$ cat src/rtl/bso_pkg.sv
package bso_pkg;

  localparam int unsigned DefMaxDims = 8;
  localparam int unsigned WordW      = 32;
  localparam int unsigned DimIdxW    = 3;
  localparam int unsigned DimCntW    = 4;
  localparam int unsigned QueueDepth = 2;

  typedef enum logic {
    FUNC_LOAD    = 1'b0,
    FUNC_COMPUTE = 1'b1
  } func_t;

  typedef enum logic [2:0] {
    ST_IDLE,
    ST_DIV,
    ST_MOD,
    ST_MUL,
    ST_ACC,
    ST_DONE
  } back_state_t;

  typedef struct packed {
    logic [WordW-1:0] out_index;
  } job_t;

  typedef struct packed {
    logic             busy;
    logic             res_valid;
  } back_status_t;

endpackage

$ cat src/rtl/bso_front.sv
module bso_front #(
  parameter int unsigned MAX_DIMS = bso_pkg::DefMaxDims
) (
  input  logic                        clk,
  input  logic                        rst_n,
  input  logic                        in_valid,
  output logic                        in_ready,
  input  logic                        func,
  input  logic [bso_pkg::DimIdxW-1:0] dim_index,
  input  logic [bso_pkg::WordW-1:0]   out_extent,
  input  logic [bso_pkg::WordW-1:0]   out_stride,
  input  logic [bso_pkg::WordW-1:0]   first_stride,
  input  logic [bso_pkg::WordW-1:0]   second_stride,
  input  logic                        first_is_one,
  input  logic                        second_is_one,
  input  logic [bso_pkg::WordW-1:0]   out_index,
  input  logic                        back_busy,
  input  logic                        rd_en,
  input  logic [$clog2(MAX_DIMS+1)-1:0] rd_dim,
  output logic [bso_pkg::WordW-1:0]   rd_extent,
  output logic [bso_pkg::WordW-1:0]   rd_ostride,
  output logic [bso_pkg::WordW-1:0]   rd_fstride,
  output logic [bso_pkg::WordW-1:0]   rd_sstride,
  output logic                        rd_fskip,
  output logic                        rd_sskip,
  output logic                        q_valid,
  input  logic                        q_pop,
  output bso_pkg::job_t               q_head,
  output logic                        front_busy
);

  localparam int unsigned W    = bso_pkg::WordW;
  localparam int unsigned Dep  = bso_pkg::QueueDepth;
  localparam int unsigned PtrW = $clog2(Dep);
  localparam int unsigned TIdxW = (MAX_DIMS > 1) ? $clog2(MAX_DIMS) : 1;

  logic [W-1:0] ext_mem [MAX_DIMS];
  logic [W-1:0] ost_mem [MAX_DIMS];
  logic [W-1:0] fst_mem [MAX_DIMS];
  logic [W-1:0] sst_mem [MAX_DIMS];
  logic [MAX_DIMS-1:0] fsk_mem;
  logic [MAX_DIMS-1:0] ssk_mem;

  bso_pkg::job_t     qmem_r [Dep];
  logic [PtrW-1:0]   wp_r, rp_r;
  logic [PtrW:0]     cnt_r, cnt_nxt;
  logic              load_r;
  logic              acc, push, load;

  // Hold a load until no compute job is queued or being walked.
  assign in_ready = (func == bso_pkg::FUNC_COMPUTE) ? (cnt_r != (PtrW+1)'(Dep))
                                                    : ((cnt_r == '0) && !back_busy);
  assign acc  = in_valid && in_ready;
  assign push = acc && (func == bso_pkg::FUNC_COMPUTE);
  assign load = acc && (func == bso_pkg::FUNC_LOAD)
                && (32'(dim_index) < MAX_DIMS);

  // Table writes; reads registered for the back part.
  always_ff @(posedge clk) begin
    if (load) begin
      ext_mem[TIdxW'(dim_index)] <= out_extent;
      ost_mem[TIdxW'(dim_index)] <= out_stride;
      fst_mem[TIdxW'(dim_index)] <= first_stride;
      sst_mem[TIdxW'(dim_index)] <= second_stride;
      fsk_mem[TIdxW'(dim_index)] <= first_is_one;
      ssk_mem[TIdxW'(dim_index)] <= second_is_one;
    end
    if (rd_en) begin
      rd_extent  <= ext_mem[TIdxW'(rd_dim)];
      rd_ostride <= ost_mem[TIdxW'(rd_dim)];
      rd_fstride <= fst_mem[TIdxW'(rd_dim)];
      rd_sstride <= sst_mem[TIdxW'(rd_dim)];
      rd_fskip   <= fsk_mem[TIdxW'(rd_dim)];
      rd_sskip   <= ssk_mem[TIdxW'(rd_dim)];
    end
  end

  always_comb begin
    cnt_nxt = cnt_r;
    if (push && !q_pop) cnt_nxt = cnt_r + 1'b1;
    else if (!push && q_pop) cnt_nxt = cnt_r - 1'b1;
  end

  always_ff @(posedge clk) begin
    if (push) qmem_r[wp_r] <= '{out_index: out_index};
    if (!rst_n) begin
      wp_r   <= '0;
      rp_r   <= '0;
      cnt_r  <= '0;
      load_r <= 1'b0;
    end else begin
      if (push) wp_r <= wp_r + 1'b1;
      if (q_pop) rp_r <= rp_r + 1'b1;
      cnt_r  <= cnt_nxt;
      load_r <= load;
    end
  end

  assign q_valid    = (cnt_r != '0);
  assign q_head     = qmem_r[rp_r];
  assign front_busy = load_r;

endmodule

$ cat config.mk
export PLATFORM = sky130hd
export DESIGN_NAME = bso_front
export DESIGN_NICKNAME = d
export VERILOG_FILES = /design/src/rtl/bso_pkg.sv /design/src/rtl/bso_front.sv
export SDC_FILE = /design/constraint.sdc
export NUM_CORES = 1
export LEC_CHECK = 0
export BUFFER_PORTS_ARGS = -buffer_cell sky130_fd_sc_hd__buf_2
export CAP_MARGIN = 30
export CORE_AREA = 2 2 342 344
export CTS_CLUSTER_DIAMETER = 100
export CTS_CLUSTER_SIZE = 40
export DETAILED_ROUTE_END_ITERATION = 12
export DIE_AREA = 0 0 344 346
export SETUP_SLACK_MARGIN = 0.5
export SLEW_MARGIN = 20
export SYNTH_ARGS = -nofsm -noshare
export SYNTH_HDL_FRONTEND = slang
export SYNTH_SLANG_ARGS = --single-unit
$ cat constraint.sdc
create_clock -name clk -period 14.8 [get_ports clk]
set_input_delay 0.74 -clock clk [delete_from_list [all_inputs] [get_ports clk]]
set_output_delay 0.74 -clock clk [all_outputs]
set_load 0.005 [all_outputs]
==> load_flow_metrics.sql <==
INSERT INTO impl_metrics (metric_group, metric, value, unit) VALUES
('run_status', 'status', 'finished, final reports clean', ''),
('sta', 'setup_total_negative_slack', '0', 'ns'),
('floorplanning', 'fp.coreArea', '115400', 'um^2'),
('floorplanning', 'start_util', '39.77', '%'),
('worst_hold_path', 'worstHoldPathType', 'in2reg', ''),
('routing', 'drt.antenna.violating_nets', '0', ''),
('logic_synthesis', 'yosys.area.top_type', 'edfxtp_1', ''),
('logic_synthesis', 'dominantRegCellSynth', 'edfxtp_1', ''),
('routing', 'detailedRoute.firstPassIterationCount', '5', ''),
('grt', 'all_layer_gr_usage', '15.89', '%'),
('grt', 'grt_overflow_total', '0', ''),
('logic_synthesis', 'synthDistinctLibCells', '30', ''),
('clock_tree', 'cts_tree', 'yes', ''),
('power_and_ir_drop', 'power.share.clock', '27.9', '%'),
('clock_tree', 'htree_num_levels', '2', ''),
('sta', 'setup_viol', '0', ''),
('grt', 'routing_usage_on_met1', '20.61', '%'),
('sta', 'number_of_slew_limit_violations_in_the_final_report', '0', ''),
('routing', 'detailed_router_s_first_iteration_violation_count', '1476', ''),
('sta', 'timing.clock.skew', '0.03981', 'ns'),
('grt', 'grt_pass1_wl', '138.3', 'mm'),
('place', 'place.gp.congestion', '0.7127', ''),
('place', 'number_of_port_buffers', '339', ''),
('clock_tree', 'cts_post_setup_buffers_inserted', '0', ''),
('logic_synthesis', 'synth.cells.most_frequent', '1234 x edfxtp_1, 204 x mux4_2, 162 x mux2_2', ''),
('logic_synthesis', 'synth.ff_latch_count', '1240', ''),
('sta', 'layout_worst_path_cycle_share', '27.38', '%'),
('clock_tree', 'clkLatencyLatePin', '0.67', 'ns'),
('power_and_ir_drop', 'static-leakage-power', '16.17', 'nW'),
('routing', 'remaining_drc_errors', '0', ''),
('grt', 'pin_count_of_the_biggest_net_entering_global_routing', '81', ''),
('place', 'dp.final_hpwl', '52.41', 'mm'),
('grt', 'grt_pass1_vias', '20557', ''),
('worst_hold_path', 'whs_endpoint', 'qmem_r[1][20]', ''),
('clock_tree', 'cts-hold-fix-buffers', '0', ''),
('power_and_ir_drop', 'comb_power_share', '5.4', '%'),
('grt', 'antenna_found_initial', '22', ''),
('layout', 'post-route-util', '44.07', '%'),
('floorplanning', 'boundaryPins', '341', ''),
('power_and_ir_drop', 'power_density', '116.2', 'nW/um^2'),
('power_and_ir_drop', 'internal_power', '4.671', 'mW'),
('grt', 'groute.layer.met2.usage', '27.51', '%'),
('critical_path', 'ff2ff_setup_slack', '10.75', 'ns'),
('routing', 'via_per_inst', '5.256', ''),
('worst_hold_path', 'worstHoldStart', 'out_index[20]', ''),
('power_and_ir_drop', 'vdd_drop_max', '0.0001241', 'V'),
('floorplanning', 'die_width', '344', 'um'),
('logic_synthesis', 'async_sr_flop_fraction', '0', '%'),
('grt', 'met3_track_demand_over_resource_in_global_routing', '3.080', '%'),
('clock_tree', 'clock_sink_count', '1240', ''),
('sta', 'min_hold_slack', '0.2531', 'ns'),
('logic_synthesis', 'yosys.area.top_type_share', '80.72', '%'),
('logic_synthesis', 'postSynthCellCount', '1775', ''),
('sta', 'maxSlewHeadroom', '34.96', '%'),
('grt', 'gr-max-usage-layer', 'met2', ''),
('sta', 'max_slew.worst_pin.slew', '0.9755', 'ns'),
('critical_path', 'timing.setup.critical_path_class', 'reg2reg', ''),
('logic_synthesis', 'post_synth_instance_area', '45910', 'um^2'),
('clock_tree', 'clock_slew_at_reported_path_ffs', '0.13', 'ns'),
('critical_path', 'regToRegEndpoint', 'ost_mem[6][10]', ''),
('place', 'placement.setup.worst_slack', '10.18', 'ns'),
('sta', 'setup_slack', '10.75', 'ns'),
('routing', 'num_vias', '19351', ''),
('logic_synthesis', 'yosys_warnings', '0', ''),
('floorplanning', 'dieHeight', '346', 'um'),
('layout', 'design.final.nets', '2303', ''),
('critical_path', 'critPathArrivalTime', '4.36', 'ns'),
('clock_tree', 'cts.path.max_buffers', '3', ''),
('sta', 'highest_achievable_clock_rate', '0.2468', 'GHz'),
('logic_synthesis', 'yosys-top-cells-area', 'edfxtp_1 81%, mux4_2 10%, mux2_2 4.0%, mux4_1 3.2%, buf_12 0.70%', ''),
('sta', 'grt_setup_unrepaired', 'false', '');
per-stage QoR:
step                      cell area, um^2  instances  total power, mW
after floorplan                     45910       1775            4.200
after global placement              49280       3601            4.333
after detailed placement            49360       3604            4.346
after CTS                           50780       3671            5.988
after global routing                50850       3677            6.115
final                               50860       3682            5.910
cell type report:
| class | count | area [um^2] |
|---|---|---|
| Inverter | 3 | 11.26 |
| Fill cell | 9731 | 64560 |
| Multi-Input combinational cell | 456 | 8164 |
| Clock inverter | 21 | 355.3 |
| Timing Repair Buffer | 383 | 2160 |
| Antenna cell | 9 | 22.52 |
| Clock buffer | 46 | 1066 |
| Sequential cell | 1240 | 37180 |
| Tap cell | 1524 | 1907 |
cells in the final DEF (no fill, tap or decap), types with 2 or more instances in the layout:
| cell type | instances |
|---|---|
| buf_16 | 5 |
| clkbuf_1 | 4 |
| inv_12 | 5 |
| clkbuf_16 | 42 |
| xor2_1 | 2 |
| dfxtp_1 | 6 |
| buf_6 | 2 |
| inv_1 | 3 |
| and2_1 | 4 |
| mux4_2 | 204 |
| a21boi_0 | 2 |
| buf_2 | 335 |
| nor2_4 | 6 |
| diode_2 | 9 |
| bufinv_16 | 2 |
| mux4_1 | 56 |
| clkinv_8 | 2 |
| buf_8 | 2 |
| nand2b_1 | 3 |
| nor3_2 | 2 |
| mux2_2 | 162 |
| inv_6 | 3 |
| edfxtp_1 | 1234 |
| clkinvlp_4 | 2 |
| clkinv_16 | 4 |
| buf_4 | 39 |
worst max-delay path, cell delays in order, from the launching register on:
cell and delay (ns):
dfxtp_1 0.40, nor3_1 0.28, nand4bb_1 0.41, nor2_4 0.20, buf_4 0.61, buf_4 0.76
buf_4 0.85
power groups by stage:
stage                     Combinational (mW)  Sequential (mW)  Clock (mW)
after CTS                              0.329             3.94        1.72
final                                  0.321             3.94        1.65
after detailed placement               0.328             4.02           0
after global placement                 0.318             4.02           0
after global routing                   0.351             3.94        1.82
after floorplan                        0.177             4.02           0
registers in the layout, summed over array words and instances (netlist names), named ones only:
signal	count
cnt_r	2
ext_mem	256
front_busy	1
fsk_mem	8
fst_mem	256
ost_mem	256
qmem_r	64
rd_extent	32
rd_fskip	1
rd_fstride	32
rd_ostride	32
rd_sskip	1
rd_sstride	32
rp_r	1
ssk_mem	8
sst_mem	256
wp_r	1
metal layers:
layer | share of wire [%] | up-vias
li1 | - | 8280
met1 | 41 | 10565
met2 | 52 | 376
met3 | 5.0 | 106
met4 | 1.9 | 24
met5 | 0.16 | -
worst max-delay path by stage:
| stage | depth (start not counted) | startpoint | slack (ns) | end |
|---|---|---|---|---|
| finish | 6 | cnt_r[0] | 10.75 | ost_mem[6][10] |
| global route | 6 | cnt_r[0] | 10.48 | ost_mem[6][20] |
| CTS | 6 | cnt_r[0] | 10.57 | ost_mem[6][20] |
| detailed placement | 7 | back_busy | 10.18 | ost_mem[6][10] |
| global placement | 7 | back_busy | 10.19 | ost_mem[6][10] |
| floorplan | 3 | back_busy | 4.11 | ext_mem[0][0] |
logic make-up (layout without fill, tap and decap cells):
kind of cell / Yosys count / count (layout) / share of synthesized area [%]
flip-flops: 1240 / 1240 / 80.98
adder cells (fa/ha/maj): 1 / 1 / 0.02725
AO/OA/AOI/OAI: 5 / 5 / 0.07903
XOR/XNOR: 3 / 3 / 0.05725
multiplexers: 422 / 422 / 17.19
buffers and inverters: 79 / 453 / 1.352
other: 0 / 9 / 0
AND/OR/NAND/NOR: 25 / 25 / 0.3135
Power figures use the tool's default switching activity.
